$ cat src/osl_pkg.sv
`default_nettype none
package osl_pkg;

    localparam int POOL_NODES = 256;
    localparam int MAX_HEIGHT = 16;
    localparam int KEY_BITS   = 32;

    localparam logic [31:0] LFSR_TAPS = 32'h8020_0003;

    typedef enum logic [1:0] {
        CMD_SEARCH = 2'd0,
        CMD_INSERT = 2'd1,
        CMD_DELETE = 2'd2,
        CMD_BAD    = 2'd3
    } t_cmd;

    typedef enum logic [2:0] {
        ST_OK     = 3'd0,
        ST_NFOUND = 3'd1,
        ST_DUP    = 3'd2,
        ST_FULL   = 3'd3,
        ST_BADCMD = 3'd4
    } t_status;

    // datapath operation for the current cycle
    typedef enum logic [3:0] {
        DP_NOP,
        DP_START,   // capture key, point at head, top level
        DP_LRD,     // read link of current node at walk level
        DP_KRD,     // latch next node, read its key
        DP_CMP,     // step right or drop one level
        DP_DRAW,    // draw height, pop free node
        DP_NEW,     // store key in new node
        DP_IRD,     // read predecessor link
        DP_IWN,     // new node link <= predecessor link
        DP_IWP,     // predecessor link <= new node
        DP_DRD,     // read predecessor link
        DP_DCHK,    // compare with victim, read victim link
        DP_DWR,     // predecessor link <= victim link
        DP_PUSH,    // return victim to free stack
        DP_SHRINK   // drop an empty top level
    } t_dp_op;

    typedef struct packed {
        logic       level_zero;
        logic       lvl_zero;
        logic       adv;
        logic       found;
        logic       fc_zero;
        logic       i_last;
        logic       i_end;
        logic       link_is_x;
        logic       shrink_more;
        logic [8:0] elem_count;
    } t_dp_stat;

endpackage
`default_nettype wire

$ cat src/osl_ctrl.sv
`default_nettype none
module osl_ctrl (
    input  wire logic              i_clk,
    input  wire logic              i_rst_n,
    input  wire logic              i_in_valid,
    input  wire logic [1:0]        i_in_cmd,
    output logic                   o_in_ready,
    output logic                   o_out_valid,
    input  wire logic              i_out_ready,
    output logic [2:0]             o_status,
    output logic [8:0]             o_count,
    output osl_pkg::t_dp_op        o_op,
    input  wire osl_pkg::t_dp_stat i_stat
);

    typedef enum logic [14:0] {
        S_IDLE   = 15'b000000000000001,
        S_LRD    = 15'b000000000000010,
        S_KRD    = 15'b000000000000100,
        S_CMP    = 15'b000000000001000,
        S_DRAW   = 15'b000000000010000,
        S_NEW    = 15'b000000000100000,
        S_IRD    = 15'b000000001000000,
        S_IWN    = 15'b000000010000000,
        S_IWP    = 15'b000000100000000,
        S_DRD    = 15'b000001000000000,
        S_DCHK   = 15'b000010000000000,
        S_DWR    = 15'b000100000000000,
        S_PUSH   = 15'b001000000000000,
        S_SHRINK = 15'b010000000000000,
        S_DONE   = 15'b100000000000000
    } t_state;

    t_state            r_state, n_state;
    osl_pkg::t_cmd     r_cmd, n_cmd, cmd_sel;
    osl_pkg::t_status  r_res, n_res;
    logic              r_out_valid;
    logic [2:0]        r_status;
    logic [8:0]        r_count;
    logic              post, found_now, load_out;

    always_comb begin
        n_state   = r_state;
        n_cmd     = r_cmd;
        n_res     = r_res;
        o_op      = osl_pkg::DP_NOP;
        post      = 1'b0;
        found_now = 1'b0;
        load_out  = 1'b0;
        cmd_sel   = (r_state == S_IDLE) ? osl_pkg::t_cmd'(i_in_cmd) : r_cmd;
        unique case (r_state)
            S_IDLE: begin
                if (i_in_valid) begin
                    o_op  = osl_pkg::DP_START;
                    n_cmd = osl_pkg::t_cmd'(i_in_cmd);
                    if (osl_pkg::t_cmd'(i_in_cmd) == osl_pkg::CMD_BAD) begin
                        n_res   = osl_pkg::ST_BADCMD;
                        n_state = S_DONE;
                    end else if (i_stat.level_zero) begin
                        post = 1'b1;
                    end else begin
                        n_state = S_LRD;
                    end
                end
            end
            S_LRD: begin
                o_op    = osl_pkg::DP_LRD;
                n_state = S_KRD;
            end
            S_KRD: begin
                o_op    = osl_pkg::DP_KRD;
                n_state = S_CMP;
            end
            S_CMP: begin
                o_op = osl_pkg::DP_CMP;
                if (i_stat.adv || !i_stat.lvl_zero) begin
                    n_state = S_LRD;
                end else begin
                    post      = 1'b1;
                    found_now = i_stat.found;
                end
            end
            S_DRAW: begin
                o_op    = osl_pkg::DP_DRAW;
                n_state = S_NEW;
            end
            S_NEW: begin
                o_op    = osl_pkg::DP_NEW;
                n_state = S_IRD;
            end
            S_IRD: begin
                o_op    = osl_pkg::DP_IRD;
                n_state = S_IWN;
            end
            S_IWN: begin
                o_op    = osl_pkg::DP_IWN;
                n_state = S_IWP;
            end
            S_IWP: begin
                o_op = osl_pkg::DP_IWP;
                if (i_stat.i_last) begin
                    n_res   = osl_pkg::ST_OK;
                    n_state = S_DONE;
                end else begin
                    n_state = S_IRD;
                end
            end
            S_DRD: begin
                o_op    = osl_pkg::DP_DRD;
                n_state = S_DCHK;
            end
            S_DCHK: begin
                o_op    = osl_pkg::DP_DCHK;
                n_state = i_stat.link_is_x ? S_DWR : S_PUSH;
            end
            S_DWR: begin
                o_op    = osl_pkg::DP_DWR;
                n_state = i_stat.i_end ? S_PUSH : S_DRD;
            end
            S_PUSH: begin
                o_op    = osl_pkg::DP_PUSH;
                n_state = S_SHRINK;
            end
            S_SHRINK: begin
                o_op = osl_pkg::DP_SHRINK;
                if (!i_stat.shrink_more) begin
                    n_res   = osl_pkg::ST_OK;
                    n_state = S_DONE;
                end
            end
            S_DONE: begin
                if (!r_out_valid || i_out_ready) begin
                    load_out = 1'b1;
                    n_state  = S_IDLE;
                end
            end
            default: begin
                n_state = S_IDLE;
            end
        endcase

        // search finished: dispatch on the command
        if (post) begin
            unique case (cmd_sel)
                osl_pkg::CMD_SEARCH: begin
                    n_res   = found_now ? osl_pkg::ST_OK : osl_pkg::ST_NFOUND;
                    n_state = S_DONE;
                end
                osl_pkg::CMD_INSERT: begin
                    if (found_now) begin
                        n_res   = osl_pkg::ST_DUP;
                        n_state = S_DONE;
                    end else if (i_stat.fc_zero) begin
                        n_res   = osl_pkg::ST_FULL;
                        n_state = S_DONE;
                    end else begin
                        n_state = S_DRAW;
                    end
                end
                osl_pkg::CMD_DELETE: begin
                    if (found_now) begin
                        n_state = S_DRD;
                    end else begin
                        n_res   = osl_pkg::ST_NFOUND;
                        n_state = S_DONE;
                    end
                end
                default: begin
                    n_res   = osl_pkg::ST_BADCMD;
                    n_state = S_DONE;
                end
            endcase
        end
    end

    always_ff @(posedge i_clk) begin
        if (!i_rst_n) begin
            r_state     <= S_IDLE;
            r_out_valid <= 1'b0;
        end else begin
            r_state <= n_state;
            if (load_out) begin
                r_out_valid <= 1'b1;
            end else if (i_out_ready) begin
                r_out_valid <= 1'b0;
            end
        end
    end

    always_ff @(posedge i_clk) begin
        r_cmd <= n_cmd;
        r_res <= n_res;
        if (load_out) begin
            r_status <= r_res;
            r_count  <= i_stat.elem_count;
        end
    end

    assign o_in_ready  = (r_state == S_IDLE);
    assign o_out_valid = r_out_valid;
    assign o_status    = r_status;
    assign o_count     = r_count;

    a_load_src: assert property (@(posedge i_clk) disable iff (!i_rst_n)
        (r_out_valid && !$past(r_out_valid)) |-> $past(r_state == S_DONE))
        else $error("result beat raised outside completion");

endmodule
`default_nettype wire

$ cat config.mk
export PLATFORM = sky130hd
export DESIGN_NAME = osl_ctrl
export DESIGN_NICKNAME = d
export VERILOG_FILES = /design/src/osl_pkg.sv /design/src/osl_ctrl.sv
export SDC_FILE = /design/constraint.sdc
export NUM_CORES = 1
export LEC_CHECK = 0
export BUFFER_PORTS_ARGS = -buffer_cell sky130_fd_sc_hd__buf_2
export CAP_MARGIN = 25
export CORE_MARGIN = 2
export CORE_UTILIZATION = 45
export DETAILED_ROUTE_END_ITERATION = 8
export PLACE_DENSITY = 0.68
export SYNTH_ARGS = -nofsm -noshare
export SYNTH_HDL_FRONTEND = slang
export SYNTH_SLANG_ARGS = --single-unit
$ cat constraint.sdc
create_clock -name i_clk -period 3.4 [get_ports i_clk]
set_input_delay 0.51 -clock i_clk [delete_from_list [all_inputs] [get_ports i_clk]]
set_output_delay 0.51 -clock i_clk [all_outputs]
set_load 0.005 [all_outputs]
## Word-level counts from Yosys, hierarchy flattened

Index checks and enable logic that the tools add are counted.

- Register bits after elaboration: 33
- Bits of input ports: 24
- Output and inout port bits: 18

- Muxes and demuxes: 40
- Reduce and logical (&&, ||, !) cells: 8
- Equality and inequality tests: 23

Operator list:

| kind | count |
|---|---|
| 15-bit one-hot mux with 15 select lines | 1 |
| 15-bit two-way mux | 11 |
| 4-bit one-hot mux with 14 select lines | 1 |
| 15-bit one-hot mux with 2 select lines | 1 |
| 13-bit two-way mux | 2 |
| 3-bit two-way mux | 8 |
| 3-bit one-hot mux with 3 select lines | 2 |
| 15-bit by 1-bit == test with 1-bit output, second input constant | 1 |
| 15-bit by 10-bit == test with 1-bit output, second input constant | 1 |
| 15-bit by 11-bit == test with 1-bit output, second input constant | 1 |
| 15-bit by 12-bit == test with 1-bit output, second input constant | 1 |
| 15-bit by 13-bit == test with 1-bit output, second input constant | 1 |
| 15-bit by 14-bit == test with 1-bit output, second input constant | 1 |
| 15-bit == test, second input constant | 1 |
| 15-bit by 2-bit == test with 1-bit output, second input constant | 1 |
| 15-bit by 3-bit == test with 1-bit output, second input constant | 1 |
| 15-bit by 4-bit == test with 1-bit output, second input constant | 1 |
| 15-bit by 5-bit == test with 1-bit output, second input constant | 1 |
| 15-bit by 6-bit == test with 1-bit output, second input constant | 1 |
| 15-bit by 7-bit == test with 1-bit output, second input constant | 1 |
| 15-bit by 8-bit == test with 1-bit output, second input constant | 1 |
| 15-bit by 9-bit == test with 1-bit output, second input constant | 1 |
| 1-bit two-way mux | 12 |
| 3-bit inequality test, second input constant | 3 |
| other kinds (12) | 15 |

## Logic depth before layout (Yosys ltp)

- Word-level depth: 8
- Mapped depth: 10

## Least setup slack after synthesis

OpenSTA, ideal clock, no wires.

- Path kind: register to register
- Start: reg r_state[7]
- End: reg r_res[2]
- Buffers on the path: 1
- Cell stages (with the launch flop): 9
- Setup slack: 0.854 ns
- Arrival: 2.459 ns
- Library setup time: 0.087 ns
- Path through: dfxtp_1 buf_6 nor4_2 nand4_1 mux2i_1 ha_1 or2b_1 a32o_1 o31ai_1

- Longest elaborated chain between the ends: 6
- Elaborated cells between the ends (all ways): 16

RTL lines:

| item | line | text |
|---|---|---|
| start: declaration | osl_ctrl.sv:34 | `t_state r_state, n_state;` |
| start signal: assignment | osl_ctrl.sv:181 | `r_state <= n_state;` |
| 15-bit by 14-bit == test with 1-bit output, or another cell as far along | osl_ctrl.sv:51 | `unique case (r_state)` |
| 3-bit one-hot mux with 3 select lines | osl_ctrl.sv:51 |  |
| 3-bit two-way mux | osl_ctrl.sv:153 | `end else if (i_stat.fc_zero) begin` |
| 3-bit two-way mux | osl_ctrl.sv:150 | `if (found_now) begin` |
| 3-bit one-hot mux with 3 select lines | osl_ctrl.sv:144 | `unique case (cmd_sel)` |
| 3-bit two-way mux (*) | osl_ctrl.sv:143 | `if (post) begin` |
| net n_res[2] | osl_ctrl.sv:36 | `osl_pkg::t_status r_res, n_res;` |
| end signal: assignment | osl_ctrl.sv:192 | `r_res <= n_res;` |
| end: declaration | osl_ctrl.sv:36 |  |

The timed path passes the listed nets; every way through them passes the cells marked *.
A chain may end at the register's enable or synchronous reset.

## Worst setup path in the final report

- Start: reg r_state[8]
- End: out o_op[0]

- Longest elaborated chain between the ends: 2
- Elaborated cells between the ends (all ways): 15

RTL lines:

| item | line | text |
|---|---|---|
| 15-bit by 14-bit == test with 1-bit output, or another cell as far along | osl_ctrl.sv:51 |  |
| 4-bit one-hot mux with 14 select lines (*) | osl_ctrl.sv:51 |  |
| end: declaration | osl_ctrl.sv:12 | `output osl_pkg::t_dp_op o_op,` |

Every way passes the cells marked *; elsewhere a longest branch is shown, timed or not.

==> impl_metrics.py <==
metrics = {
    "critical_path": {
        "slowest_stage": "or4_1",
        "critical_path_peak_fanout": 10,
        "crit_path_end_kind": "output pin",
        "slowest_delay_ns": 0.70,
        "crit_chain": "or4_1 -> nor3_4 -> and3_1 -> nand4b_1 -> buf_2",
        "required_ns": 2.89,
        "startpoint_type": "flop",
        "cp.arrival_ns": 2.37,
        "critical_path_class": "flop to output pin",
    },
    "detailed_routing": {
        "vias": 1854,
        "drc": 0,
        "wl_mm": 4.95,
        "dr.pass1.iters": 4,
        "post_drt_via_cell_ratio": 6.00,
        "met1_length_mm": 2.18,
        "postRouteAntennaNets": 0,
        "wl_per_cell_um": 16.0,
        "top_layer_used": "met4",
        "wl_met2_mm": 2.27,
        "met3_length_um": 364,
        "drtIter0Drc": 120,
    },
    "pwr": {
        "p_sw_frac": 0.357,
        "ir_drop_mv": 0.417,
        "p_leak_uw": 0.000961,
        "power.share.combinational": 0.390,
        "p_sw_uw": 568,
        "seq_power_share": 0.325,
        "power_density_nw_per_um2": 664,
        "internal-power_uw": 1020,
        "power_frac_clock": 0.285,
    },
    "global_route": {
        "grt_pass1_vias": 1726,
        "grt_pass1_wl_mm": 8.17,
        "grt_overflow": 0,
        "grt_max_degree": 15,
        "antenna_found_initial": 0,
        "grt_usage": 0.206,
    },
    "sta": {
        "setup_tns_ns": 0,
        "relSlewSlack": 0.463,
        "rsz0062_at_grt": "false",
        "drv_slew": 0,
        "setup_viol": 0,
        "worst_pin_slew_ns": 0.799,
        "fin_crit_sh": 0.848,
        "fmax_mhz": 347,
        "hold_violations": 0,
        "fin_crit_ns": 2.88,
        "worst_clock_skew_ns": 0.00412,
        "fin_ws_ns": 0.515,
    },
    "floorplan": {
        "die-area_um2": 5130,
        "fp.coreArea_um2": 4380,
        "dieHeight_um": 71.6,
        "die_x_um": 71.6,
        "initial_core_util": 0.469,
        "num_rows": 24,
        "io_pins": 42,
    },
    "synth": {
        "ys_warn_count": 0,
        "synthCells": 215,
        "async_flop_share": 0,
        "synth_edf_count": 14,
        "synth_seq_cells": 33,
        "ys_types": 63,
        "syn-num-nets": 243,
        "synth_ff_type": "dfxtp_1",
        "syn_area_um2": 2060,
        "synth_area_per_cell_um2": 9.56,
        "synth_seq_area_share": 0.390,
    },
    "layout": {
        "final_cells": 309,
        "finalNetCount": 284,
        "layout-drive-gt1-share": 0.276,
        "fillers": 410,
        "area_growth_pct": 16.6,
        "diodes": 0,
        "post-route-util": 0.547,
    },
    "clocking": {
        "cts_max_level": 2,
        "cts_setup_buffers": 0,
        "cts_made_buffers": 5,
        "cts_root_buf": "clkbuf_8",
        "clock_path_buffers": 2,
        "cts_tree": "built",
        "clock-sinks": 33,
        "postCtsResizedCells": 0,
        "insertion_delay_ns": 0.29,
        "hold_buffers": 0,
        "clk_pin_slew_ns": 0.07,
    },
    "run": {
        "maxCapViolations": 0,
    },
    "placement": {
        "finalWeightedCongestion": 0.908,
        "dp.cells": 301,
        "port_buffers": 41,
        "hpwl_mm": 3.75,
        "preCtsSetupSlack_ns": 0.730,
    },
    "hold_path": {
        "hp-class": "primary input to flop",
    },
    "outcome": {
        "status": "finished clean",
    },
}
-- flip-flops by register name (all words and copies together), names as in the netlist --
| signal | flops |
|---|---|
| o_count | 9 |
| o_out_valid | 1 |
| r_state | 15 |
| o_status | 3 |
| r_cmd | 2 |
| r_res | 3 |
-- through the flow --
step | hold WS [ns] | cell area [um^2] | power, uW
6_report | 0.389 | 2400 | 1590
5_1_grt | 0.373 | 2400 | 1690
4_1_cts | 0.382 | 2400 | 1590
3_5_place_dp | 0.409 | 2260 | 1130
3_3_place_gp | 0.409 | 2260 | 1130
2_1_floorplan | 0.402 | 2060 | 982
-- critical path, delay by kind of cell, from the launching register on --
| kind | cells | cell delay, ns |
|---|---|---|
| flops | 1 | 0.40 |
| buf+inv | 1 | 0.12 |
| simple gates | 4 | 1.57 |
-- layer usage --
metal / GRT usage / up-vias
met5: 0 / -
met4: 0.109 / 0
met3: 0.0520 / 13
met2: 0.317 / 77
met1: 0.268 / 859
li1: - / 905
-- Yosys cell counts (all sizes together) (7+ instances only) --
| cell type | instances | area [um^2] |
|---|---|---|
| dfxtp | 19 | 380 |
| nand2 | 16 | 60.1 |
| nor2 | 15 | 56.3 |
| edfxtp | 14 | 420 |
| nor3 | 13 | 86.3 |
| inv | 11 | 41.3 |
| nand3 | 9 | 45.0 |
| nand4 | 9 | 56.3 |
| buf | 8 | 82.6 |
| nor4 | 7 | 77.6 |
| nor4b | 7 | 67.6 |
| o21ai | 7 | 35.0 |
-- cells in the final DEF (no fill, tap or decap), types with 6 or more instances in the layout --
master | synthesis | routed
nor2_1 | 15 | 15
a21oi_1 | 6 | 6
o21ai_0 | 6 | 6
nand3_1 | 9 | 9
buf_2 | 0 | 41
nor3_1 | 10 | 10
dfxtp_1 | 19 | 19
inv_1 | 11 | 11
edfxtp_1 | 14 | 14
nand2_1 | 16 | 16
nand4_1 | 9 | 9
nor4b_1 | 6 | 6
-- power groups by stage --
stage          registers, uW  clock network, uW  logic [uW]
2_1_floorplan            505                  0         477
3_3_place_gp             522                  0         606
3_5_place_dp             524                  0         607
4_1_cts                  517                459         615
5_1_grt                  524                479         685
6_report                 518                453         621
-- path summary, 6_finish.rpt --
kind                                              start                    end  slack, ns  cells after the start
worst min register to register         r_res[1]$_DFF_P_  o_status[1]$_DFFE_PP_       0.42                      0
worst max-delay path            r_state[8]$_SDFFE_PN0P_                o_op[0]       0.52                      5
worst min-delay path                          i_stat[4]   o_count[4]$_DFFE_PP_       0.39                      1
worst max register to register  r_state[0]$_SDFFE_PN1P_       r_res[2]$_DFF_P_       0.63                      7
-- cell type report --
cell class                 count  area [um^2]  area share
multi-input combinational    159         1110       0.463
tap                           52         65.1      0.0271
sequential                    33          801       0.334
clock inverter                 3         68.8      0.0287
inverter                      11         41.3      0.0172
timing repair buffer          46          243       0.101
clock buffer                   5         68.8      0.0287
-- logic make-up after synthesis --
group | count (synthesis) | synth area share
compound gates | 45 | 0.166
xor+xnor | 2 | 0.00852
fa+ha+maj | 4 | 0.0243
buf+inv | 23 | 0.0706
flops | 33 | 0.390
mux | 2 | 0.00974
simple gates | 106 | 0.332
Note: power is estimated with default switching activity, not from simulation.
